File: src/rtl/ufrc_pkg.sv
`default_nettype none
package ufrc_pkg;

    localparam int NUM_ELEMS = 1024;
    localparam int IDX_W     = $clog2(NUM_ELEMS);
    localparam int RANK_W    = 4;
    localparam int FIELD_W   = 10;
    localparam int S_TDATA_W = ((2 * FIELD_W + 7) / 8) * 8;
    localparam int M_TDATA_W = ((FIELD_W + 7) / 8) * 8;

    typedef logic [IDX_W-1:0]   t_idx;
    typedef logic [RANK_W-1:0]  t_rank;
    typedef logic [FIELD_W-1:0] t_field;

    localparam t_rank RANK_MAX = t_rank'((1 << RANK_W) - 1);
    localparam t_idx  IDX_LAST = t_idx'(NUM_ELEMS - 1);

    localparam logic CMD_UNION = 1'b0;
    localparam logic CMD_FIND  = 1'b1;

    typedef struct packed {
        t_rank rank;
        t_idx  parent;
    } t_node;

    typedef struct packed {
        logic  we;
        t_idx  waddr;
        t_node wdata;
        logic  re;
        t_idx  raddr;
    } t_mem_req;

    typedef struct packed {
        t_field root;
        logic   merged;
    } t_result;

    typedef enum logic [3:0] {
        ST_CLEAR,
        ST_IDLE,
        ST_WALK_RD,
        ST_WALK,
        ST_FIX_RD,
        ST_FIX,
        ST_FINISH,
        ST_LINK,
        ST_BUMP,
        ST_OUT
    } t_state;

    function automatic t_idx clamp_idx(input t_field v);
        logic [31:0] wide;
        wide = 32'(v);
        if (wide >= 32'(NUM_ELEMS)) begin
            return IDX_LAST;
        end
        return t_idx'(v);
    endfunction

endpackage
`default_nettype wire

File: src/rtl/ufrc_ctrl.sv
`default_nettype none
module ufrc_ctrl (
    input  wire logic                        i_clk,
    input  wire logic                        i_rst_n,
    input  wire logic                        i_s_axis_tvalid,
    output logic                             o_s_axis_tready,
    input  wire logic [ufrc_pkg::S_TDATA_W-1:0] i_s_axis_tdata,
    input  wire logic                        i_s_axis_tuser,
    output ufrc_pkg::t_mem_req               o_mem_req,
    input  wire ufrc_pkg::t_node             i_mem_rdata,
    output logic                             o_res_valid,
    output ufrc_pkg::t_result                o_res,
    input  wire logic                        i_res_ready
);
    import ufrc_pkg::*;

    t_state  r_state;
    t_state  n_state;
    t_idx    r_clr;
    logic    r_cmd;
    logic    r_phase;
    t_idx    r_b;
    t_idx    r_start;
    t_idx    r_cur;
    t_idx    r_node;
    t_idx    r_root;
    t_rank   r_rank;
    t_idx    r_ra;
    t_rank   r_rank_a;
    t_result r_res;

    logic  s_accept;
    logic  s_found;
    logic  s_fix_end;
    t_node w;

    assign w         = i_mem_rdata;
    assign s_accept  = i_s_axis_tvalid && o_s_axis_tready;
    assign s_found   = (w.parent == r_cur);
    assign s_fix_end = (w.parent == r_root);

    always_ff @(posedge i_clk) begin
        if (!i_rst_n) begin
            r_state <= ST_CLEAR;
            r_clr   <= '0;
        end else begin
            r_state <= n_state;
            if (r_state == ST_CLEAR) begin
                r_clr <= r_clr + t_idx'(1);
            end
        end
    end

    always_ff @(posedge i_clk) begin
        case (r_state)
            ST_IDLE: begin
                if (s_accept) begin
                    r_cmd   <= i_s_axis_tuser;
                    r_phase <= 1'b0;
                    r_start <= clamp_idx(i_s_axis_tdata[FIELD_W-1:0]);
                    r_cur   <= clamp_idx(i_s_axis_tdata[FIELD_W-1:0]);
                    r_b     <= clamp_idx(i_s_axis_tdata[2*FIELD_W-1:FIELD_W]);
                end
            end
            ST_WALK: begin
                if (s_found) begin
                    r_root <= r_cur;
                    r_rank <= w.rank;
                    r_node <= r_start;
                end else begin
                    r_cur <= w.parent;
                end
            end
            ST_FIX: begin
                r_node <= w.parent;
            end
            ST_FINISH: begin
                if (r_cmd == CMD_FIND) begin
                    r_res <= '{root: FIELD_W'(r_root), merged: 1'b0};
                end else if (!r_phase) begin
                    r_ra     <= r_root;
                    r_rank_a <= r_rank;
                    r_start  <= r_b;
                    r_cur    <= r_b;
                    r_phase  <= 1'b1;
                end
            end
            ST_LINK: begin
                if (r_ra == r_root) begin
                    r_res <= '{root: FIELD_W'(r_ra), merged: 1'b0};
                end else if (r_rank_a < r_rank) begin
                    r_res <= '{root: FIELD_W'(r_root), merged: 1'b1};
                end else begin
                    r_res <= '{root: FIELD_W'(r_ra), merged: 1'b1};
                end
            end
            default: begin
            end
        endcase
    end

    always_comb begin
        n_state = r_state;
        unique case (r_state)
            ST_CLEAR:   if (r_clr == IDX_LAST) n_state = ST_IDLE;
            ST_IDLE:    if (s_accept) n_state = ST_WALK_RD;
            ST_WALK_RD: n_state = ST_WALK;
            ST_WALK:    if (s_found) n_state = ST_FIX_RD;
            ST_FIX_RD:  n_state = (r_node == r_root) ? ST_FINISH : ST_FIX;
            ST_FIX:     if (s_fix_end) n_state = ST_FINISH;
            ST_FINISH: begin
                if (r_cmd == CMD_FIND) begin
                    n_state = ST_OUT;
                end else if (!r_phase) begin
                    n_state = ST_WALK_RD;
                end else begin
                    n_state = ST_LINK;
                end
            end
            ST_LINK: begin
                if (r_ra != r_root && r_rank_a == r_rank) begin
                    n_state = ST_BUMP;
                end else begin
                    n_state = ST_OUT;
                end
            end
            ST_BUMP:    n_state = ST_OUT;
            ST_OUT:     if (i_res_ready) n_state = ST_IDLE;
            default:    n_state = ST_CLEAR;
        endcase
    end

    always_comb begin
        o_mem_req       = '0;
        o_s_axis_tready = 1'b0;
        o_res_valid     = 1'b0;
        unique case (r_state)
            ST_CLEAR: begin
                o_mem_req.we    = 1'b1;
                o_mem_req.waddr = r_clr;
                o_mem_req.wdata = '{rank: '0, parent: r_clr};
            end
            ST_IDLE: begin
                o_s_axis_tready = 1'b1;
            end
            ST_WALK_RD: begin
                o_mem_req.re    = 1'b1;
                o_mem_req.raddr = r_cur;
            end
            ST_WALK: begin
                o_mem_req.re    = !s_found;
                o_mem_req.raddr = w.parent;
            end
            ST_FIX_RD: begin
                o_mem_req.re    = (r_node != r_root);
                o_mem_req.raddr = r_node;
            end
            ST_FIX: begin
                o_mem_req.we    = 1'b1;
                o_mem_req.waddr = r_node;
                o_mem_req.wdata = '{rank: w.rank, parent: r_root};
                o_mem_req.re    = !s_fix_end;
                o_mem_req.raddr = w.parent;
            end
            ST_FINISH: begin
            end
            ST_LINK: begin
                if (r_ra != r_root) begin
                    o_mem_req.we = 1'b1;
                    if (r_rank_a < r_rank) begin
                        o_mem_req.waddr = r_ra;
                        o_mem_req.wdata = '{rank: r_rank_a, parent: r_root};
                    end else begin
                        o_mem_req.waddr = r_root;
                        o_mem_req.wdata = '{rank: r_rank, parent: r_ra};
                    end
                end
            end
            ST_BUMP: begin
                o_mem_req.we    = (r_rank_a != RANK_MAX);
                o_mem_req.waddr = r_ra;
                o_mem_req.wdata = '{rank: r_rank_a + t_rank'(1), parent: r_ra};
            end
            ST_OUT: begin
                o_res_valid = 1'b1;
            end
            default: begin
            end
        endcase
    end

    assign o_res = r_res;

`ifndef SYNTHESIS
    a_no_rw_same_entry: assert property (@(posedge i_clk) disable iff (!i_rst_n)
        (o_mem_req.we && o_mem_req.re) |-> (o_mem_req.waddr != o_mem_req.raddr))
        else $error("memory read and write hit the same entry in one cycle");

    a_fix_points_root: assert property (@(posedge i_clk) disable iff (!i_rst_n)
        (r_state == ST_FIX) |-> (o_mem_req.we && o_mem_req.wdata.parent == r_root))
        else $error("path compression wrote a parent other than the root");

    a_accept_leaves_idle: assert property (@(posedge i_clk) disable iff (!i_rst_n)
        s_accept |=> (r_state == ST_WALK_RD))
        else $error("accepted transaction did not start a walk");

    a_result_held: assert property (@(posedge i_clk) disable iff (!i_rst_n)
        (o_res_valid && !i_res_ready) |=> (o_res_valid && $stable(r_res)))
        else $error("pending result changed before it was taken");
`endif

endmodule
`default_nettype wire

File: config.mk
export PLATFORM = sky130hd
export DESIGN_NAME = ufrc_ctrl
export DESIGN_NICKNAME = d
export VERILOG_FILES = /design/src/rtl/ufrc_pkg.sv /design/src/rtl/ufrc_ctrl.sv
export SDC_FILE = /design/constraint.sdc
export NUM_CORES = 1
export LEC_CHECK = 0
export BUFFER_PORTS_ARGS = -buffer_cell sky130_fd_sc_hd__clkbuf_2
export CAP_MARGIN = 20
export CELL_PAD_IN_SITES_DETAIL_PLACEMENT = 1
export CELL_PAD_IN_SITES_GLOBAL_PLACEMENT = 2
export CORE_MARGIN = 1.5
export CORE_UTILIZATION = 36
export DETAILED_ROUTE_END_ITERATION = 7
export PLACE_DENSITY = 0.78
export SLEW_MARGIN = 5
export SYNTH_ARGS = -nofsm -noshare
export SYNTH_HDL_FRONTEND = slang
export SYNTH_SLANG_ARGS = --single-unit
File: constraint.sdc
create_clock -name i_clk -period 3.8 [get_ports i_clk]
set_input_delay 0.76 -clock i_clk [delete_from_list [all_inputs] [get_ports i_clk]]
set_output_delay 0.76 -clock i_clk [all_outputs]
set_load 0.01 [all_outputs]
==> results of run 1 <==
-- worst paths after layout --
kind / slack (ps) / depth (start not counted) / endpoint
setup reg to reg: 1150 / 7 / o_res[4]
hold / removal: 490 / 0 / r_rank_a[1]
hold reg to reg: 490 / 0 / r_rank_a[1]
setup / recovery: 130 / 8 / o_mem_req[27]
-- power groups by stage --
stage	logic [mW]	clock network, mW	registers [mW]
3_5_place_dp	0.235	0	1.23
3_3_place_gp	0.230	0	1.22
5_1_grt	0.261	0.888	1.21
2_1_floorplan	0.148	0	1.21
4_1_cts	0.237	0.861	1.20
6_report	0.233	0.839	1.20
-- layout make-up --
cell class | instances | area share (%)
flip-flops and latches | 95 | 44.8
inverters | 18 | 1.11
clock buffers | 9 | 3.72
well taps | 180 | 3.72
repair buffers | 100 | 8.86
multi-input cells | 340 | 37.2
clock inverters | 6 | 0.640
-- per-layer routing --
layer,up-vias,GRT usage [%],share of wire (%)
li1,1897,-,-
met1,1882,25.1,47
met2,92,31.0,47
met3,13,2.63,3.9
met4,0,6.11,1.3
met5,-,0,0
-- flip-flops by register name (all words and copies together) (netlist names), 10 cells and up --
name,flops
o_res,11
r_b,10
r_clr,10
r_cur,10
r_node,10
r_ra,10
r_root,10
r_start,10
-- cells by family (layout without fill, tap and decap cells) --
logic type,Yosys count,after routing
muxes,26,26
and+or+nand+nor,191,191
buffers and inverters,48,133
adders and majority gates,6,6
DFF,95,95
xor gates and xnor gates,51,51
AOI/OAI and AO/OA,66,66
-- Yosys cell counts (all sizes together) (2+ instances only) --
| cell | number | area share, % |
|---|---|---|
| nand2 | 112 | 8.1 |
| edfxtp | 81 | 47 |
| xnor2 | 30 | 5.1 |
| clkbuf | 22 | 1.6 |
| xor2 | 21 | 3.5 |
| mux2 | 20 | 4.3 |
| inv | 18 | 1.3 |
| o21ai | 17 | 1.9 |
| dfxtp | 14 | 5.4 |
| nand3 | 13 | 1.3 |
| nand4 | 12 | 1.4 |
| and2 | 11 | 1.3 |
| nor2 | 11 | 0.80 |
| a221o | 10 | 1.9 |
| a222oi | 10 | 1.9 |
| buf | 8 | 1.5 |
| a22oi | 7 | 1.0 |
| ha | 6 | 1.4 |
| mux2i | 6 | 1.2 |
| nor2b | 6 | 0.72 |
| nor3 | 6 | 0.58 |
| nor4 | 6 | 1.0 |
| a21oi | 4 | 0.39 |
| and3 | 4 | 0.48 |
| o31ai | 4 | 0.94 |
| nand2b | 3 | 0.36 |
| o21a | 3 | 0.58 |
| or2 | 3 | 0.36 |
| o22ai | 2 | 0.36 |
==> impl_metrics.toml, run 1 <==
[run_status]
status = "complete, no violations"

[global_routing]
grt.total_usage_pct = 18.6
grt.overflow.total = 0
grt_max_degree = 25
grt_pass1_vias = 3992
grt_pass1_wl_mm = 21.4
grt_antenna_before_repair = 0

[drt]
ant_nets = 0
vias_per_cell = 5.19
drt_pass1_iterations = 5
vias = 3884
first_iter_violations = 316
wl_per_cell_um = 17.8
wirelength_mm = 13.3
drc = 0

[timing]
drv_slew = 0
fmax_mhz = 273
fin_hold_ws_ps = 493
min_period_ps = 3670
worstMarginPinSlew_ps = 915
slew_headroom_pct = 38.6
clock-skew-final_ps = 9.61
fin_ws_ps = 131
rsz0062_at_grt = "false"
min_period_over_period_pct = 96.6
hold_viol = 0
setup_viol = 0
finalSetupTns_ps = 0

[clock_network]
cts_max_level = 3
cts_buffers = 9
post_cts_resize_count = 0
cts_hold_buf = 0
clk_pin_slew_worst_paths_ps = 60
cts_tree = "yes"
clk_latency_ps = 350
cts_setup_buffers = 0
cts-root-buf = "clkbuf_16"
cts_buffer_depth = 2
clock_sinks = 95

[logic_synthesis]
synth.mux.area_fraction_pct = 5.50
synth_cells = 483
synth_compound_area_share_pct = 10.6
synth_xor_xnor_area_share_pct = 8.61
ys.warnings.count = 0
ys_ff_latch = 95
syn_area_um2 = 5190
syn_nets = 532
ys_types = 50
ys_async_sr_fraction_pct = 0
synth_ff_type = "edfxtp_1"
synth_simple_gate_area_share_pct = 17.1
yosys.area_share.adder_pct = 1.45
avgSynthCellArea_um2 = 10.7
synth_top_family_by_area = "simple AND/OR/NAND/NOR gates"
synth_edf_count = 81
ys_seq_area_share_pct = 52.3

[pwr]
power_mw = 2.28
powerDensity_nw_per_um2 = 376
vdd_drop_max_mv = 0.160
p_switching_mw = 0.569
pwr-share-comb_pct = 10.2
internal_power_mw = 1.71
seqPwrFrac_pct = 52.9
p_leak_nw = 2.52
clock_power_share_pct = 36.9
swShare_pct = 25.0

[worst_setup_path]
start_kind = "flip-flop"
arrival_ps = 2910
crit_fanout = 10
critPathBufInv = 1
cp_slowest_cell = "o22ai_2"
crit_type = "reg -> out"
cpPeakStageDelay_ps = 530
r2r_start = "r_rank_a[1]"
crit_family = "compound AO/OA/AOI/OAI gates"
crit_chain = "ha_1, nor2b_1, o21a_1, o21a_4, or2_2, o22ai_2, a221o_1, clkbuf_2"
required_ps = 3040
crit_start = "r_rank_a[1]"
end_kind = "output port"

[place]
post_dp_cell_area_um2 = 5780
place_ws_ps = 315
io_buffers = 87
hpwl_mm = 10.2
dp.cells = 731
finalWeightedCongestion = 0.784

[final_layout]
final_util_pct = 43.3
drive_above_1_share_pct = 25.9
areaGrowthSynthToFinish_pct = 16.8
antenna_cells = 0
nFillCells = 1608
mostFrequentLayoutCell = "nand2_1"
multi_input_area_um2 = 2250
nNetsFinal = 613
mostFrequentLayoutCells = "nand2_1 (112), clkbuf_2 (87), edfxtp_1 (81)"
regArea_um2 = 2710
fin_area_um2 = 6060
stdcell_count = 748

[floorplanning]
rows = 43
die_height_um = 123
core_um2 = 14000
die_x_um = 123
ioPinCount = 92
initial_utilization_pct = 37.1
die_area_um2 = 15100

[min_path]
worst_hold_path_type = "reg -> reg"
hp-start = "r_rank[1]"

[flow_run]
maxCapViolations = 0
Note: power is estimated with default switching activity, not from simulation.
==> inputs of run 2 (changes only) <==
==> constraint.sdc (replaced) <==
create_clock -name i_clk -period 3.8 [get_ports i_clk]
set_input_delay 0.76 -clock i_clk [delete_from_list [all_inputs] [get_ports i_clk]]
set_output_delay 0.76 -clock i_clk [all_outputs]
set_load 0.005 [all_outputs]
==> run 2 against run 1 <==
Against the previous run:
- core utilization rose by 0.41 points
- register-to-register slack got worse by 70 ps
- sequential power barely moved
- fmax rose by 0.36%
==> impl_metrics.toml, run 2 (synthesis gave the netlist of run 1 again) <==
[clock_network]
cts_buffers = 9
clk_latency_ps = 350
cts_max_level = 3
post_cts_resize_count = 0
clock_sinks = 95
cts-root-buf = "clkbuf_16"
cts_hold_buf = 0
cts_buffer_depth = 2
cts_tree = "yes"
cts_setup_buffers = 0
clk_pin_slew_worst_paths_ps = 60

[global_routing]
grt.total_usage_pct = 18.8
grt_pass1_wl_mm = 21.6
grt.overflow.total = 0
grt_max_degree = 25
grt_pass1_vias = 3979
grt_antenna_before_repair = 0

[worst_setup_path]
r2r_start = "r_rank_a[1]"
cpPeakStageDelay_ps = 520
reg2reg_slack_ps = 1080
cp_slowest_cell = "o22ai_2"
cp-endpoint = "o_mem_req[27]"
crit_type = "reg -> out"
r2r_cells = 7
crit_fanout = 10
end_kind = "output port"
worst_r2r_endpoint = "o_res[4]"
crit_start = "r_rank_a[1]"
arrival_ps = 2900
start_kind = "flip-flop"
required_ps = 3040
crit_chain = "ha_1, nor2b_1, o21a_1, o21a_4, or2_2, o22ai_2, a221o_1, clkbuf_2"

[drt]
drc = 0
drt_pass1_iterations = 5
wirelength_mm = 13.5
first_iter_violations = 311
wl_per_cell_um = 18.0
vias_per_cell = 5.20
ant_nets = 0
vias = 3900

[place]
post_dp_cell_area_um2 = 5790
hpwl_mm = 10.3
io_buffers = 87
finalWeightedCongestion = 0.782

[flow_run]
maxCapViolations = 0

[final_layout]
largest_reg_flops = 11
fin_area_um2 = 6120
mostFrequentLayoutCells = "nand2_1 (112), clkbuf_2 (87), edfxtp_1 (81)"
drive_above_1_share_pct = 26.0
antenna_cells = 0
final_util_pct = 43.7
nNetsFinal = 614
mostFrequentLayoutCell = "nand2_1"
areaGrowthSynthToFinish_pct = 17.9

[run_status]
status = "complete, no violations"

[floorplanning]
core_um2 = 14000
die_height_um = 123
initial_utilization_pct = 37.1
die_x_um = 123
rows = 43
ioPinCount = 92
die_area_um2 = 15100

[pwr]
vdd_drop_max_mv = 0.204
p_leak_nw = 2.55
powerDensity_nw_per_um2 = 391

[timing]
finalSetupTns_ps = 0
min_period_ps = 3660
min_period_over_period_pct = 96.2
setup_viol = 0
worstMarginPinSlew_ps = 959
clock-skew-final_ps = 7.21
drv_slew = 0
fmax_mhz = 274
fin_hold_ws_ps = 493
hold_viol = 0
slew_headroom_pct = 35.6
rsz0062_at_grt = "false"

[min_path]
worstHoldPathCells = 0
worst_hold_path_type = "reg -> reg"
-- run 2: cell types whose count changed in the layout (fill, tap and decap cells not counted) --
cell and delta:
bufinv_16 +2, buf_4 +1, clkbuf_1 +1, clkinv_2 -1
clkinv_4 -1
-- run 2: power by group --
group | total, mW | switching [mW] | internal [mW]
Combinational | 0.224 | 0.126 | 0.0986
Sequential | 1.21 | 0.0347 | 1.17
Clock | 0.964 | 0.389 | 0.575
-- run 2: critical path: cells and delay by family (launching register included) --
| kind | cells | cell delay (ps) |
|---|---|---|
| buffers and inverters | 1 | 120 |
| AO/OA/AOI/OAI | 4 | 1160 |
| flip-flops | 1 | 450 |
| AND/OR/NAND/NOR | 2 | 490 |
| adder cells (fa/ha/maj) | 1 | 330 |
-- run 2: final cells by class --
class / count / area (um^2)
clock inverter: 6 / 85.1
clock buffer: 10 / 229
fill: 1584 / 7870
inverter: 18 / 67.6
timing repair buffer: 101 / 544
multi-input combinational: 340 / 2250
tap: 180 / 225
sequential: 95 / 2710
-- run 2: layer usage --
| layer | vias to the layer above | share of wire (%) | global-route usage, % |
|---|---|---|---|
| li1 | 1900 | - | - |
| met1 | 1886 | 47 | 25.4 |
| met2 | 100 | 48 | 31.4 |
| met3 | 14 | 3.6 | 2.54 |
| met4 | 0 | 1.3 | 5.82 |
| met5 | - | 0 | 0 |
-- run 2: how the worst min path moves through the flow --
| stage | endpoint | slack [ps] | startpoint |
|---|---|---|---|
| 6_report | r_rank_a[1] | 490 | r_rank[1] |
| 5_1_grt | r_rank_a[1] | 510 | r_rank[1] |
| 4_1_cts | r_rank_a[1] | 490 | r_rank[1] |
| 3_5_place_dp | r_rank_a[1] | 470 | r_rank[1] |
| 3_3_place_gp | r_rank_a[1] | 480 | r_rank[1] |
| 2_1_floorplan | r_ra[0] | 420 | r_root[0] |
-- run 2: through the flow --
step,total power [mW],worst slack (ps),cells
finish,2.39,144,750
global route,2.49,3.78,750
CTS,2.43,114,748
detailed placement,1.45,337,732
global placement,1.45,331,732
floorplan,1.35,886,483
==> inputs of run 3 (changes only) <==
==> constraint.sdc (replaced) <==
create_clock -name i_clk -period 3.85 [get_ports i_clk]
set_input_delay 0.77 -clock i_clk [delete_from_list [all_inputs] [get_ports i_clk]]
set_output_delay 0.77 -clock i_clk [all_outputs]
set_load 0.005 [all_outputs]
==> run 3 against run 2 <==
Against the previous run:
- setup slack improved by 39 ps
- design area down 0.29%
- highest routed layer unchanged
- sequential power barely moved
- clock skew about the same
- flip-flop and latch count unchanged
- sequential share of layout area grew 0.13 points
- largest cell class unchanged
- register-to-register slack better by 90 ps
- clock-buffer cell count did not move
==> impl_metrics.toml, run 3 (synthesis gave the netlist of run 1 again) <==
[run_status]
status = "complete, no violations"

[floorplanning]
die_height_um = 123
die_x_um = 123
rows = 43
die_area_um2 = 15100
initial_utilization_pct = 37.1
core_um2 = 14000
ioPinCount = 92

[worst_setup_path]
start_kind = "flip-flop"
crit_start = "r_rank_a[1]"
worst_r2r_endpoint = "o_res[4]"
r2r_cells = 7
crit_type = "reg -> out"
required_ps = 3080
arrival_ps = 2900
r2r_start = "r_rank_a[1]"
end_kind = "output port"
reg2reg_slack_ps = 1170
crit_fanout = 10

[min_path]
worstHoldPathCells = 0
worst_hold_path_type = "reg -> reg"
hp-start = "r_rank[1]"
hold_path_end = "r_rank_a[1]"

[clock_network]
clk_pin_slew_worst_paths_ps = 60
clock_sinks = 95
cts-root-buf = "clkbuf_16"
cts_hold_buf = 0
cts_setup_buffers = 0
cts_buffer_depth = 2
clk_latency_ps = 350
cts_max_level = 3
cts_buffers = 9
cts_tree = "yes"
post_cts_resize_count = 0

[place]
hpwl_mm = 10.2
place_ws_ps = 387
dp.cells = 730
io_buffers = 87
finalWeightedCongestion = 0.782

[pwr]
powerDensity_nw_per_um2 = 389
pwr-share-comb_pct = 9.3
swShare_pct = 23.3
clock_power_share_pct = 40.6
vdd_drop_max_mv = 0.215
seqPwrFrac_pct = 50.1
internal_power_mw = 1.82
p_switching_mw = 0.553
p_leak_nw = 2.54

[timing]
fmax_mhz = 273
min_period_over_period_pct = 95.3
min_period_ps = 3670
setup_viol = 0
hold_viol = 0
slew_headroom_pct = 38.9
rsz0062_at_grt = "false"
fin_hold_ws_ps = 491
worstMarginPinSlew_ps = 909
fin_ws_ps = 183
finalSetupTns_ps = 0
drv_slew = 0
clock-skew-final_ps = 7.39

[global_routing]
grt_max_degree = 25
grt.total_usage_pct = 18.8
grt_pass1_vias = 4045
grt_antenna_before_repair = 0
grt_pass1_wl_mm = 21.5
grt.overflow.total = 0

[flow_run]
maxCapViolations = 0

[final_layout]
nNetsFinal = 612
stdcell_count = 748
mostFrequentLayoutCell = "nand2_1"
mostFrequentLayoutCells = "nand2_1 (112), clkbuf_2 (87), edfxtp_1 (81)"
drive_above_1_share_pct = 25.7
nFillCells = 1613
antenna_cells = 0
areaGrowthSynthToFinish_pct = 17.6
largest_reg_flops = 11

[drt]
vias_per_cell = 5.13
wirelength_mm = 13.3
first_iter_violations = 267
ant_nets = 0
drt_pass1_iterations = 4
wl_per_cell_um = 17.8
vias = 3837
drc = 0
run 3: layout make-up:
type	instances	area, um^2	share of cell area [%]
Sequential cell	95	2710	44.5
Multi-Input combinational cell	340	2250	37.0
Timing Repair Buffer	99	527	8.63
Clock buffer	10	229	3.75
Tap cell	180	225	3.69
Clock inverter	6	85.1	1.39
Inverter	18	67.6	1.11
run 3: stage by stage:
step,power [mW],cell area [um^2],utilization [%]
2_1_floorplan,1.33,5190,-
3_3_place_gp,1.43,5770,41.3
3_5_place_dp,1.43,5770,41.3
4_1_cts,2.40,6080,43.5
5_1_grt,2.46,6100,43.6
6_report,2.37,6100,43.6
run 3: worst max path at each step:
stage,endpoint,slack (ps),depth (start not counted)
global placement,o_mem_req[10],360,7
CTS,o_mem_req[27],180,8
floorplan,o_mem_req[25],930,8
global route,o_mem_req[26],100,8
detailed placement,o_mem_req[10],390,7
finish,o_mem_req[27],180,8
run 3: routing by layer:
layer / track usage [%] / vias up / wire length [um]
met5: 0 / - / 0
met4: 5.39 / 0 / 153
met3: 3.18 / 10 / 454
met2: 31.6 / 83 / 6470
met1: 24.9 / 1848 / 6230
li1: - / 1896 / -
run 3: power by group through the flow:
stage | Combinational, mW | Sequential (mW) | Clock [mW]
after CTS | 0.226 | 1.19 | 0.981
final | 0.221 | 1.19 | 0.963
after global placement | 0.218 | 1.21 | 0
after floorplan | 0.137 | 1.20 | 0
after global routing | 0.250 | 1.19 | 1.02
after detailed placement | 0.224 | 1.21 | 0
run 3: critical path: stages, from the launching register on:
cell,delay (ps)
edfxtp_1,460
ha_1,330
nor2b_1,140
o21a_1,170
o21a_4,210
or2_2,350
o22ai_2,510
a221o_1,260
clkbuf_2,120
