===== src/rtl/ufrc_pkg.sv =====
`default_nettype none
package ufrc_pkg;

    localparam int NUM_ELEMS = 1024;
    localparam int IDX_W     = $clog2(NUM_ELEMS);
    localparam int RANK_W    = 4;
    localparam int FIELD_W   = 10;
    localparam int S_TDATA_W = ((2 * FIELD_W + 7) / 8) * 8;
    localparam int M_TDATA_W = ((FIELD_W + 7) / 8) * 8;

    typedef logic [IDX_W-1:0]   t_idx;
    typedef logic [RANK_W-1:0]  t_rank;
    typedef logic [FIELD_W-1:0] t_field;

    localparam t_rank RANK_MAX = t_rank'((1 << RANK_W) - 1);
    localparam t_idx  IDX_LAST = t_idx'(NUM_ELEMS - 1);

    localparam logic CMD_UNION = 1'b0;
    localparam logic CMD_FIND  = 1'b1;

    typedef struct packed {
        t_rank rank;
        t_idx  parent;
    } t_node;

    typedef struct packed {
        logic  we;
        t_idx  waddr;
        t_node wdata;
        logic  re;
        t_idx  raddr;
    } t_mem_req;

    typedef struct packed {
        t_field root;
        logic   merged;
    } t_result;

    typedef enum logic [3:0] {
        ST_CLEAR,
        ST_IDLE,
        ST_WALK_RD,
        ST_WALK,
        ST_FIX_RD,
        ST_FIX,
        ST_FINISH,
        ST_LINK,
        ST_BUMP,
        ST_OUT
    } t_state;

    function automatic t_idx clamp_idx(input t_field v);
        logic [31:0] wide;
        wide = 32'(v);
        if (wide >= 32'(NUM_ELEMS)) begin
            return IDX_LAST;
        end
        return t_idx'(v);
    endfunction

endpackage
`default_nettype wire


===== src/rtl/ufrc_out.sv =====
`default_nettype none
module ufrc_out (
    input  wire logic                        i_clk,
    input  wire logic                        i_rst_n,
    input  wire logic                        i_res_valid,
    input  wire ufrc_pkg::t_result           i_res,
    output logic                             o_res_ready,
    output logic                             o_m_axis_tvalid,
    input  wire logic                        i_m_axis_tready,
    output logic [ufrc_pkg::M_TDATA_W-1:0]   o_m_axis_tdata,
    output logic                             o_m_axis_tuser
);
    import ufrc_pkg::*;

    logic    r_valid;
    t_result r_res;

    assign o_res_ready = !r_valid || i_m_axis_tready;

    always_ff @(posedge i_clk) begin
        if (!i_rst_n) begin
            r_valid <= 1'b0;
        end else if (o_res_ready) begin
            r_valid <= i_res_valid;
        end
    end

    always_ff @(posedge i_clk) begin
        if (o_res_ready && i_res_valid) begin
            r_res <= i_res;
        end
    end

    assign o_m_axis_tvalid = r_valid;
    assign o_m_axis_tdata  = M_TDATA_W'(r_res.root);
    assign o_m_axis_tuser  = r_res.merged;

endmodule
`default_nettype wire


===== config.mk =====
export PLATFORM = sky130hd
export DESIGN_NAME = ufrc_out
export DESIGN_NICKNAME = d
export VERILOG_FILES = /design/src/rtl/ufrc_pkg.sv /design/src/rtl/ufrc_out.sv
export SDC_FILE = /design/constraint.sdc
export NUM_CORES = 1
export LEC_CHECK = 0
export BUFFER_PORTS_ARGS = -buffer_cell sky130_fd_sc_hd__buf_2
export CAP_MARGIN = 20
export CORE_AREA = 2 2 39 41
export DETAILED_ROUTE_END_ITERATION = 12
export DIE_AREA = 0 0 41 43
export HOLD_SLACK_MARGIN = 0.03
export PLACE_DENSITY = 0.77
export SETUP_SLACK_MARGIN = 0.02
export SYNTH_ARGS = -nofsm -noshare
export SYNTH_HDL_FRONTEND = slang
export SYNTH_SLANG_ARGS = --single-unit

===== constraint.sdc =====
create_clock -name i_clk -period 1.3 [get_ports i_clk]
set_input_delay 0.195 -clock i_clk [delete_from_list [all_inputs] [get_ports i_clk]]
set_output_delay 0.195 -clock i_clk [all_outputs]
set_load 0.02 [all_outputs]

==> results of run 1 <==
[worst min path at each step]
stage	endpoint	slack [ps]	cells past startpoint
finish	o_m_axis_tdata[7]	100	1
global route	o_m_axis_tdata[8]	80	1
CTS	o_m_axis_tdata[7]	90	1
detailed placement	o_m_axis_tdata[7]	380	1
global placement	o_m_axis_tdata[0]	380	1
floorplan	o_m_axis_tdata[0]	290	0
[per-layer routing]
metal  track usage (%)  up-vias  routed length (µm)
met5                 0        -                   0
met4              10.0        0                  19
met3              4.71        2                 122
met2              10.0       24                 251
met1              6.60       99                 255
li1                  -      127                   -
[final cells by class]
type                            count  area, µm²
Clock buffer                        3       22.5
Fill cell                         140        792
Sequential cell                    12        350
Timing Repair Buffer               27        135
Multi-Input combinational cell      9       56.3
Inverter                            1       3.75
Tap cell                           16       20.0
Clock inverter                      1       3.75
[report_power, final]
group	internal [µW]	switching, µW	leakage (µW)
Clock	111	109	0.0000154
Sequential	447	5.72	0.000115
Combinational	36.6	67.3	0.000146
Total	595	183	0.000276
[synth_stat cells]
master and count:
sky130_fd_sc_hd__inv_1 1, sky130_fd_sc_hd__buf_4 6, sky130_fd_sc_hd__edfxtp_1 11, sky130_fd_sc_hd__dfxtp_1 1, sky130_fd_sc_hd__conb_1 1, sky130_fd_sc_hd__and2_4 1
sky130_fd_sc_hd__a21boi_2 1, sky130_fd_sc_hd__nand2b_4 1
[flip-flops by register name (all words and copies together), names as in the netlist]
register and count:
o_m_axis_tvalid 1, o_m_axis_tuser 1, o_m_axis_tdata 10
[per-stage QoR]
stage               util [%]  instance area (µm²)  hold WS [ps]  setup WS (ps)
finish                  42.8                  592           101            245
global placement        40.9                  566           377            384
detailed placement      40.9                  566           375            368
global route            42.8                  592          83.4            195
floorplan                  -                  455           294            249
CTS                     42.8                  592          91.4            226
[cell families (layout without fill, tap and decap cells)]
group / Yosys count / in the layout
other cells: 1 / 6
simple gates: 2 / 2
buf+inv: 7 / 32
flops: 12 / 12
compound gates: 1 / 1
==> impl_metrics.prom, run 1 <==
# TYPE chip_impl_metric gauge
chip_impl_metric{name="port_buffers",unit=""} 27
chip_impl_metric{name="die_h",unit="µm"} 43
chip_impl_info{name="cpLargestDelayFamily",value="flip-flops"} 1
chip_impl_info{name="cts_root_buf",value="sky130_fd_sc_hd__clkbuf_4"} 1
chip_impl_metric{name="synth-warning-count",unit=""} 0
chip_impl_info{name="timing.critical_path.to_type",value="primary output"} 1
chip_impl_metric{name="maxCapViolCount",unit=""} 0
chip_impl_metric{name="worst_reg2reg_path_length_in_cells",unit=""} 2
chip_impl_info{name="synth_area_leaders",value="sky130_fd_sc_hd__edfxtp_1 76%, sky130_fd_sc_hd__buf_4 10%, sky130_fd_sc_hd__dfxtp_1 4.6%, sky130_fd_sc_hd__nand2b_4 3.2%, sky130_fd_sc_hd__a21boi_2 2.6%"} 1
chip_impl_metric{name="ys_seq_area_share",unit="%"} 80.2
chip_impl_metric{name="cell_area_after_synthesis",unit="µm²"} 437
chip_impl_metric{name="critPathArrivalTime",unit="ps"} 860
chip_impl_metric{name="final_net_count",unit=""} 69
chip_impl_metric{name="synth.top_cell.area_share",unit="%"} 75.6
chip_impl_metric{name="clock_tree.htree_level_count",unit=""} 1
chip_impl_metric{name="io_pins",unit=""} 34
chip_impl_info{name="synth_top_area_cell",value="sky130_fd_sc_hd__edfxtp_1"} 1
chip_impl_metric{name="critical_path.max_stage_delay",unit="ps"} 370
chip_impl_metric{name="clockBufferDepth",unit=""} 2
chip_impl_metric{name="critical_path.max_fanout",unit=""} 3
chip_impl_metric{name="floorplan.initialDensity",unit="%"} 31.6
chip_impl_metric{name="final-instance-count-excl-fill",unit=""} 69
chip_impl_metric{name="finalHoldViolCount",unit=""} 0
chip_impl_metric{name="drt_iter0_markers",unit=""} 0
chip_impl_metric{name="syn2layout_area_growth",unit="%"} 35.5
chip_impl_metric{name="fp.dieArea",unit="µm²"} 1760
chip_impl_metric{name="synth_xor_area_share",unit="%"} 0
chip_impl_metric{name="fin_skew",unit="ps"} 3.65
chip_impl_metric{name="finalWeightedCongestion",unit=""} 0.529
chip_impl_metric{name="ant_nets",unit=""} 0
chip_impl_metric{name="synth_adder_area_share",unit="%"} 0
chip_impl_metric{name="dpl.cell_count",unit=""} 65
chip_impl_info{name="hold_path_startpoint",value="i_res[8]"} 1
chip_impl_info{name="r2r-start",value="o_m_axis_tvalid"} 1
chip_impl_metric{name="clock_latency",unit="ps"} 270
chip_impl_metric{name="wl_per_cell",unit="µm"} 9.41
chip_impl_metric{name="drt_wl_total",unit="µm"} 649
chip_impl_metric{name="cellPowerDensity",unit="nW/µm²"} 1310
chip_impl_metric{name="max_freq",unit="MHz"} 948
chip_impl_metric{name="yosys.area_share.simple",unit="%"} 5.16
chip_impl_metric{name="pin_count_of_the_biggest_net_entering_global_routing",unit=""} 12
chip_impl_metric{name="ir_worst_vdd",unit="mV"} 0.435
chip_impl_metric{name="worst_ep_required_time",unit="ps"} 1110
chip_impl_info{name="path_cells",value="nand2b_4 > buf_2"} 1
chip_impl_metric{name="clk_pin_slew",unit="ps"} 70
chip_impl_metric{name="gr-total-overflow",unit=""} 0
chip_impl_metric{name="synth_compound_area_share",unit="%"} 2.58
chip_impl_metric{name="layout-drive-gt1-share",unit="%"} 62.3
chip_impl_info{name="worstSetupEndpoint",value="o_res_ready"} 1
chip_impl_metric{name="cp.depth",unit=""} 2
chip_impl_metric{name="synth.area.mux_share",unit="%"} 0
chip_impl_metric{name="synth_register_bits",unit=""} 12
chip_impl_metric{name="antenna_cells",unit=""} 0
chip_impl_metric{name="setup_tns",unit="ps"} 0
chip_impl_metric{name="first_global_vias",unit=""} 209
chip_impl_metric{name="grt.total_usage",unit="%"} 7.71
chip_impl_info{name="worstSetupStartpointType",value="flip-flop"} 1
chip_impl_info{name="timing.critical_path.slowest_stage_cell",value="sky130_fd_sc_hd__dfxtp_1"} 1
chip_impl_info{name="status",value="complete, no violations"} 1
chip_impl_metric{name="fp.coreArea",unit="µm²"} 1380
chip_impl_info{name="critPathKind",value="reg2out"} 1
chip_impl_info{name="r2r_end",value="o_m_axis_tdata[3]"} 1
chip_impl_metric{name="layout_worst_path_cycle_share",unit="%"} 81.2
chip_impl_metric{name="detailedRoute.firstPassIterationCount",unit=""} 1
chip_impl_metric{name="ctsResizeCount",unit=""} 0
chip_impl_metric{name="synth.lib_cells_used.distinct",unit=""} 8
chip_impl_metric{name="post_synth_inst_count",unit=""} 23
chip_impl_metric{name="fp.dieW",unit="µm"} 41
chip_impl_info{name="setup_repair_after_global_routing_missed_its_margin",value="false"} 1
chip_impl_info{name="layout_commonest_cell",value="sky130_fd_sc_hd__buf_2"} 1
chip_impl_metric{name="floorplan.rows",unit=""} 14
chip_impl_metric{name="via_to_cell_ratio",unit=""} 3.65
chip_impl_metric{name="final_period_minus_worst_setup_slack",unit="ps"} 1060
chip_impl_metric{name="cts.hold.buffers_added",unit=""} 0
chip_impl_metric{name="regToRegSetupSlack",unit="ps"} 370
chip_impl_metric{name="grt_pass1_wl",unit="µm"} 779
chip_impl_info{name="cts_tree",value="done"} 1
chip_impl_metric{name="report.final.slew_viol_count",unit=""} 0
chip_impl_info{name="worstSetupStartpoint",value="o_m_axis_tvalid"} 1
chip_impl_metric{name="synth_area_per_inst",unit="µm²"} 19.0
chip_impl_metric{name="vias",unit=""} 252
chip_impl_metric{name="cts_sinks",unit=""} 12
chip_impl_metric{name="p_leak",unit="µW"} 0.000276
chip_impl_metric{name="antenna_found_initial",unit=""} 0
chip_impl_metric{name="post_cts.repair.setup_buffers",unit=""} 0
chip_impl_metric{name="drc",unit=""} 0
chip_impl_metric{name="cts_buffers",unit=""} 3
chip_impl_metric{name="finalSetupViolCount",unit=""} 0
chip_impl_metric{name="critical_path.n_buffers_inverters",unit=""} 1
chip_impl_info{name="synth_top_family_by_area",value="buffers and inverters"} 1
chip_impl_metric{name="post-layout-total-power",unit="µW"} 778
chip_impl_info{name="mostFrequentLayoutCells",value="27 x sky130_fd_sc_hd__buf_2, 11 x sky130_fd_sc_hd__edfxtp_1, 6 x sky130_fd_sc_hd__conb_1, 3 x sky130_fd_sc_hd__clkbuf_4"} 1
chip_impl_info{name="hold_class",value="in2reg"} 1
Power figures use the tool's default switching activity.
==> inputs of run 2 (changes only) <==
- CORE_AREA: 2 2 39 41 -> not set
- CORE_UTILIZATION: not set -> 32
- DIE_AREA: 0 0 41 43 -> not set
- PLACE_DENSITY: 0.77 -> 0.79
- clock period: 1.3 -> 0.95 ns (I/O delays scaled with it)
==> impl_metrics.prom, run 2 (same netlist as run 1, synthesis figures left out) <==
# TYPE chip_impl_metric gauge
chip_impl_metric{name="grt_use_met1",unit="%"} 8.15
chip_impl_metric{name="floorplan.rows",unit=""} 12
chip_impl_metric{name="vias",unit=""} 248
chip_impl_metric{name="ant_nets",unit=""} 0
chip_impl_metric{name="largest_reg_flops",unit=""} 10
chip_impl_info{name="worstSetupStartpoint",value="o_m_axis_tvalid"} 1
chip_impl_info{name="worstSetupStartpointType",value="flip-flop"} 1
chip_impl_metric{name="critical_path.n_buffers_inverters",unit=""} 0
chip_impl_info{name="timing.critical_path.to_type",value="flip-flop"} 1
chip_impl_info{name="hold_class",value="in2reg"} 1
chip_impl_metric{name="finalHoldViolCount",unit=""} 0
chip_impl_metric{name="dpl.cell_count",unit=""} 63
chip_impl_info{name="globalRoute.busiestLayer",value="met2"} 1
chip_impl_metric{name="clock_tree.htree_level_count",unit=""} 1
chip_impl_metric{name="power.share.clock",unit="%"} 28.2
chip_impl_info{name="cpLargestDelayFamily",value="flip-flops"} 1
chip_impl_metric{name="critPathArrivalTime",unit="ps"} 910
chip_impl_metric{name="antenna_cells",unit=""} 0
chip_impl_metric{name="floorplan.initialDensity",unit="%"} 36.8
chip_impl_metric{name="max_freq",unit="MHz"} 1060
chip_impl_metric{name="fp.dieW",unit="µm"} 38.9
chip_impl_info{name="setup_repair_after_global_routing_missed_its_margin",value="true"} 1
chip_impl_metric{name="layout_worst_path_cycle_share",unit="%"} 99.6
chip_impl_metric{name="p_comb_share",unit="%"} 14.8
chip_impl_metric{name="grtUsageMet3",unit="%"} 4.05
chip_impl_metric{name="cp.depth",unit=""} 2
chip_impl_metric{name="worst_slack",unit="ps"} 3.35
chip_impl_metric{name="cts_sinks",unit=""} 12
chip_impl_metric{name="finalWeightedCongestion",unit=""} 0.543
chip_impl_metric{name="fp.coreArea",unit="µm²"} 1190
chip_impl_metric{name="clk_pin_slew",unit="ps"} 70
chip_impl_metric{name="worst_reg2reg_path_length_in_cells",unit=""} 2
chip_impl_metric{name="final_period_minus_worst_setup_slack",unit="ps"} 947
chip_impl_info{name="path_cells",value="nand2b_4 > and2_4"} 1
chip_impl_metric{name="cellPowerDensity",unit="nW/µm²"} 1720
chip_impl_info{name="r2r_end",value="o_m_axis_tdata[4]"} 1
chip_impl_info{name="mostFrequentLayoutCells",value="20 x sky130_fd_sc_hd__buf_2, 11 x sky130_fd_sc_hd__edfxtp_1, 7 x sky130_fd_sc_hd__buf_6, 6 x sky130_fd_sc_hd__conb_1, 3 x sky130_fd_sc_hd__clkbuf_4"} 1
chip_impl_metric{name="wl_per_cell",unit="µm"} 9.57
chip_impl_metric{name="first_global_vias",unit=""} 207
chip_impl_metric{name="power.share.switching",unit="%"} 23.0
chip_impl_metric{name="critical_path.max_stage_delay",unit="ps"} 350
chip_impl_metric{name="io_pins",unit=""} 34
chip_impl_metric{name="final_net_count",unit=""} 69
chip_impl_metric{name="via_to_cell_ratio",unit=""} 3.70
chip_impl_info{name="cts_tree",value="done"} 1
chip_impl_metric{name="drt_wl_total",unit="µm"} 641
chip_impl_metric{name="power.sequential.fraction",unit="%"} 57.0
chip_impl_metric{name="antenna_found_initial",unit=""} 0
chip_impl_info{name="layout_commonest_cell",value="sky130_fd_sc_hd__buf_2"} 1
chip_impl_metric{name="drt_iter0_markers",unit=""} 0
chip_impl_metric{name="worst_ep_required_time",unit="ps"} 910
chip_impl_metric{name="maxCapViolCount",unit=""} 0
chip_impl_metric{name="clockBufferDepth",unit=""} 2
chip_impl_metric{name="fin_skew",unit="ps"} 5.17
chip_impl_metric{name="grt_pass1_wl",unit="µm"} 793
chip_impl_metric{name="cts_buffers",unit=""} 3
chip_impl_info{name="r2r-start",value="o_m_axis_tvalid"} 1
chip_impl_metric{name="placement.setup.worst_slack",unit="ps"} 14.0
chip_impl_metric{name="regToRegSetupSlack",unit="ps"} 3
chip_impl_metric{name="critical_path.max_fanout",unit=""} 11
chip_impl_metric{name="ir_worst_vdd",unit="mV"} 0.863
chip_impl_metric{name="gr-total-overflow",unit=""} 0
chip_impl_metric{name="fp.dieArea",unit="µm²"} 1520
chip_impl_metric{name="pin_count_of_the_biggest_net_entering_global_routing",unit=""} 12
chip_impl_info{name="worstSetupEndpoint",value="o_m_axis_tdata[4]"} 1
chip_impl_info{name="status",value="complete, no violations"} 1
chip_impl_metric{name="final-instance-count-excl-fill",unit=""} 67
chip_impl_metric{name="cell_internal_pwr",unit="µW"} 842
chip_impl_metric{name="p_leak",unit="µW"} 0.000292
chip_impl_metric{name="post_cts.repair.setup_buffers",unit=""} 0
chip_impl_info{name="critPathKind",value="reg2reg"} 1
chip_impl_info{name="cts_root_buf",value="sky130_fd_sc_hd__clkbuf_4"} 1
chip_impl_metric{name="syn2layout_area_growth",unit="%"} 45.8
chip_impl_info{name="timing.critical_path.slowest_stage_cell",value="sky130_fd_sc_hd__dfxtp_4"} 1
chip_impl_metric{name="netSwitchingPower",unit="µW"} 251
chip_impl_metric{name="drc",unit=""} 0
chip_impl_metric{name="clock_latency",unit="ps"} 260
chip_impl_metric{name="finalSetupViolCount",unit=""} 0
chip_impl_metric{name="port_buffers",unit=""} 27
chip_impl_metric{name="grtUsageMet2",unit="%"} 14.6
chip_impl_metric{name="report.final.slew_viol_count",unit=""} 0
chip_impl_metric{name="detailedRoute.firstPassIterationCount",unit=""} 1
chip_impl_metric{name="layout-drive-gt1-share",unit="%"} 64.2
chip_impl_metric{name="die_h",unit="µm"} 38.9
chip_impl_metric{name="grt.total_usage",unit="%"} 8.55
## run 2: worst reg2reg max path: cells and delay by family, from the launching register on
kind             cells  cell delay (ps)
flip-flops           1              350
AND/OR/NAND/NOR      2              310
## run 2: power by group through the flow
stage,logic (µW),registers [µW],clock network [µW]
after floorplan,63.1,673,0
after global placement,141,630,0
after detailed placement,143,632,0
after CTS,152,621,320
after global routing,172,626,349
final,162,623,309
## run 2: stage by stage
step | hold WS, ps | total power [µW] | instance area (µm²) | utilization (%) | setup TNS (ps)
2_1_floorplan | 241 | 736 | 459 | - | -389
3_3_place_gp | 321 | 772 | 567 | 47.8 | 0
3_5_place_dp | 321 | 775 | 567 | 47.8 | 0
4_1_cts | 47.8 | 1090 | 612 | 51.6 | -13.5
5_1_grt | 36.4 | 1150 | 637 | 53.7 | -378
6_report | 54.5 | 1090 | 637 | 53.7 | 0
## run 2: metal layers
layer / vias up / wire length, µm
li1: 127 / -
met5: - / 0
met2: 16 / 359
met1: 103 / 220
met4: 0 / 8
met3: 2 / 52
## run 2: worst min path at each step
stage                   from           endpoint  slack, ps  depth (start not counted)
floorplan           i_res[1]  o_m_axis_tdata[0]        240                          0
global placement    i_res[4]  o_m_axis_tdata[3]        320                          1
detailed placement  i_res[0]     o_m_axis_tuser        320                          1
CTS                 i_res[0]     o_m_axis_tuser         50                          1
global route        i_res[3]  o_m_axis_tdata[2]         40                          1
finish              i_res[0]     o_m_axis_tuser         50                          1
## run 2: what timing repair did
action | CTS | global route
hold buffers | 0 | 0
endpoints found under the setup margin | 16 | 24
pin swaps | 0 | 0
gates resized for setup | 6 | 8
## run 2: area by class of cell
cell class | instances | area [µm²]
fill | 115 | 549
sequential | 12 | 354
timing repair buffer | 27 | 179
multi-input combinational | 9 | 56.3
clock buffer | 4 | 26.3
tap | 14 | 17.5
inverter | 1 | 3.75
==> inputs of run 3 (changes only) <==
- ABC_AREA: not set -> 1
==> impl_metrics.prom, run 3 <==
# TYPE chip_impl_metric gauge
chip_impl_metric{name="die_h",unit="µm"} 38.7
chip_impl_metric{name="cellPowerDensity",unit="nW/µm²"} 1630
chip_impl_info{name="yosysMostFrequentCell",value="sky130_fd_sc_hd__edfxtp_1"} 1
chip_impl_metric{name="cell_area_after_synthesis",unit="µm²"} 430
chip_impl_metric{name="drc",unit=""} 0
chip_impl_metric{name="async_flop_share",unit="%"} 0
chip_impl_info{name="setup_repair_after_global_routing_missed_its_margin",value="true"} 1
chip_impl_info{name="synth_top_area_cell",value="sky130_fd_sc_hd__edfxtp_1"} 1
chip_impl_metric{name="p_leak",unit="µW"} 0.000317
chip_impl_metric{name="worst_ep_required_time",unit="ps"} 810
chip_impl_metric{name="synth_register_bits",unit=""} 12
chip_impl_metric{name="clk_pin_slew",unit="ps"} 70
chip_impl_metric{name="wl_per_cell",unit="µm"} 10.5
chip_impl_metric{name="clockBufferDepth",unit=""} 2
chip_impl_metric{name="worst_reg2reg_path_length_in_cells",unit=""} 2
chip_impl_metric{name="setup_tns",unit="ps"} -10.4
chip_impl_metric{name="floorplan.initialDensity",unit="%"} 36.8
chip_impl_metric{name="regToRegSetupSlack",unit="ps"} 20
chip_impl_metric{name="power.sequential.fraction",unit="%"} 55.6
chip_impl_info{name="synth.top_cells.by_count",value="11 x sky130_fd_sc_hd__edfxtp_1, 6 x sky130_fd_sc_hd__buf_4, 2 x sky130_fd_sc_hd__inv_1"} 1
chip_impl_metric{name="critical_path.max_fanout",unit=""} 3
chip_impl_info{name="hold_path_startpoint",value="i_res[0]"} 1
chip_impl_metric{name="final-instance-count-excl-fill",unit=""} 70
chip_impl_metric{name="fp.dieW",unit="µm"} 38.7
chip_impl_metric{name="largest_reg_flops",unit=""} 10
chip_impl_metric{name="finalHoldViolCount",unit=""} 0
chip_impl_info{name="synth_area_leaders",value="sky130_fd_sc_hd__edfxtp_1 77%, sky130_fd_sc_hd__buf_4 10%, sky130_fd_sc_hd__dfxtp_1 4.7%, sky130_fd_sc_hd__a21oi_2 2.0%, sky130_fd_sc_hd__inv_1 1.7%"} 1
chip_impl_metric{name="grt_pass1_wl",unit="µm"} 966
chip_impl_metric{name="cts_buffers",unit=""} 3
chip_impl_metric{name="netSwitchingPower",unit="µW"} 268
chip_impl_metric{name="ys_seq_area_share",unit="%"} 81.4
chip_impl_metric{name="fp.coreArea",unit="µm²"} 1170
chip_impl_metric{name="synth_edf_count",unit=""} 11
chip_impl_metric{name="cell_internal_pwr",unit="µW"} 862
chip_impl_metric{name="post-route-cell-area",unit="µm²"} 692
chip_impl_metric{name="maxCapViolCount",unit=""} 0
chip_impl_metric{name="dp_hpwl",unit="µm"} 594
chip_impl_metric{name="synth.lib_cells_used.distinct",unit=""} 9
chip_impl_metric{name="detailedRoute.firstPassIterationCount",unit=""} 2
chip_impl_metric{name="syn2layout_area_growth",unit="%"} 60.8
chip_impl_metric{name="post_cts.repair.setup_buffers",unit=""} 0
chip_impl_metric{name="p_comb_share",unit="%"} 16.7
chip_impl_info{name="r2r-start",value="o_m_axis_tvalid"} 1
chip_impl_metric{name="drt_iter0_markers",unit=""} 3
chip_impl_metric{name="worst_slack",unit="ps"} -10.4
chip_impl_info{name="critPathKind",value="reg2out"} 1
chip_impl_metric{name="cts.hold.buffers_added",unit=""} 0
chip_impl_metric{name="power.share.clock",unit="%"} 27.7
chip_impl_metric{name="dpl.cell_count",unit=""} 66
chip_impl_metric{name="pin_count_of_the_biggest_net_entering_global_routing",unit=""} 12
chip_impl_metric{name="fin_skew",unit="ps"} 2.89
chip_impl_metric{name="port_buffers",unit=""} 27
chip_impl_metric{name="synth.top_cell.area_share",unit="%"} 76.7
chip_impl_metric{name="synth_area_per_inst",unit="µm²"} 17.2
chip_impl_info{name="worstSetupStartpointType",value="flip-flop"} 1
chip_impl_info{name="timing.critical_path.to_type",value="primary output"} 1
chip_impl_metric{name="clock_latency",unit="ps"} 260
chip_impl_info{name="r2r_end",value="o_m_axis_tdata[3]"} 1
chip_impl_metric{name="floorplan.rows",unit=""} 12
chip_impl_metric{name="final_net_count",unit=""} 72
chip_impl_metric{name="critPathArrivalTime",unit="ps"} 820
chip_impl_metric{name="final.fill_count",unit=""} 100
chip_impl_info{name="status",value="finished with violations"} 1
chip_impl_metric{name="antenna_cells",unit=""} 0
chip_impl_metric{name="layout-drive-gt1-share",unit="%"} 64.3
chip_impl_info{name="synth_flop_cell",value="sky130_fd_sc_hd__edfxtp_1"} 1
chip_impl_info{name="cts_root_buf",value="sky130_fd_sc_hd__clkbuf_4"} 1
chip_impl_metric{name="report.final.slew_viol_count",unit=""} 0
chip_impl_info{name="min_to",value="o_m_axis_tuser"} 1
chip_impl_info{name="layout_commonest_cell",value="sky130_fd_sc_hd__buf_2"} 1
chip_impl_metric{name="gr-total-overflow",unit=""} 0
chip_impl_metric{name="vias",unit=""} 271
chip_impl_metric{name="synth-warning-count",unit=""} 0
chip_impl_metric{name="finalSetupViolCount",unit=""} 1
chip_impl_metric{name="antenna_found_initial",unit=""} 0
chip_impl_metric{name="placement.cell_area",unit="µm²"} 592
chip_impl_metric{name="post_synth_inst_count",unit=""} 25
chip_impl_metric{name="via_to_cell_ratio",unit=""} 3.87
chip_impl_metric{name="power.share.switching",unit="%"} 23.7
chip_impl_metric{name="finalWeightedCongestion",unit=""} 0.600
chip_impl_metric{name="ir_worst_vdd",unit="mV"} 0.743
chip_impl_metric{name="max_freq",unit="MHz"} 1040
chip_impl_metric{name="final_period_minus_worst_setup_slack",unit="ps"} 960
chip_impl_metric{name="clock_tree.htree_level_count",unit=""} 1
chip_impl_metric{name="ant_nets",unit=""} 0
chip_impl_info{name="hold_class",value="in2reg"} 1
chip_impl_info{name="cts_tree",value="done"} 1
chip_impl_info{name="violations",value="negative setup slack"} 1
chip_impl_metric{name="io_pins",unit=""} 34
chip_impl_metric{name="fp.dieArea",unit="µm²"} 1500
chip_impl_metric{name="first_global_vias",unit=""} 235
chip_impl_info{name="mostFrequentLayoutCells",value="16 x sky130_fd_sc_hd__buf_2, 11 x sky130_fd_sc_hd__edfxtp_1, 11 x sky130_fd_sc_hd__buf_6, 6 x sky130_fd_sc_hd__conb_1, 3 x sky130_fd_sc_hd__clkbuf_4"} 1
chip_impl_metric{name="grt.total_usage",unit="%"} 10.8
chip_impl_metric{name="cts_sinks",unit=""} 12
chip_impl_metric{name="drt_wl_total",unit="µm"} 735
chip_impl_metric{name="holdPathStages",unit=""} 1
chip_impl_metric{name="layout_worst_path_cycle_share",unit="%"} 101
[run 3: cell types whose count changed after synthesis, sizes merged]
cell    previous run  this run
inv                1         3
a21boi             1         0
a21oi              0         2
nand2b             1         0
and2               1         0
nand2              0         1
[run 3: cells by family after synthesis]
logic type / count (synthesis) / synth area share [%]
buffers and inverters: 9 / 13.1
other: 1 / 0.871
DFF: 12 / 81.4
and+or+nand+nor: 1 / 1.45
AOI/OAI and AO/OA: 2 / 3.20
[run 3: worst max-delay path, cell delays in order, from the launching register on]
cell and delay (ps):
sky130_fd_sc_hd__dfxtp_4 380, sky130_fd_sc_hd__nand2_4 50, sky130_fd_sc_hd__buf_6 120
[run 3: what timing repair did]
action | in CTS | in global routing
setup endpoints to repair | 12 | 24
gates resized for setup | 15 | 8
pin swaps | 1 | 0
[run 3: layout make-up]
class	count	area, µm²	area share, %
flip-flops and latches	12	354	51.2
inverters	3	11.3	1.63
multi-input cells	9	58.8	8.50
well taps	14	17.5	2.53
repair buffers	28	224	32.4
clock buffers	4	26.3	3.80
[run 3: how the worst max path moves through the flow]
stage	from	endpoint	slack [ps]	cells after the start
after global placement	o_m_axis_tvalid	o_m_axis_tdata[0]	50	2
final	o_m_axis_tvalid	o_res_ready	-10	2
after global routing	o_m_axis_tvalid	o_res_ready	-40	2
after CTS	o_m_axis_tuser	o_m_axis_tuser	-20	1
after detailed placement	o_m_axis_tvalid	o_m_axis_tdata[2]	30	2
after floorplan	o_m_axis_tvalid	o_m_axis_tdata[0]	-20	1
[run 3: metal layers]
| metal | track usage, % | part of all wire [%] | up-vias |
|---|---|---|---|
| met2 | 18.3 | 59 | 17 |
| met5 | 0 | 0 | - |
| met1 | 9.33 | 32 | 120 |
| li1 | - | - | 134 |
| met4 | 10.3 | 0 | 0 |
| met3 | 4.05 | 8.2 | 0 |
[run 3: metrics by stage]
step	util [%]	hold slack, ps	worst slack [ps]	total power (µW)
final	59.1	50.0	-10.4	1130
after global routing	59.1	34.7	-42.1	1180
after CTS	56.9	39.8	-20.4	1130
after detailed placement	50.5	321	32.6	792
after global placement	50.5	320	46.3	786
after floorplan	-	241	-17.5	738
[run 3: power groups by stage]
stage               Clock (µW)  Sequential [µW]  Combinational [µW]
floorplan                    0              674                64.2
global placement             0              631                 155
detailed placement           0              634                 158
CTS                        330              627                 178
global route               353              631                 200
finish                     313              628                 188
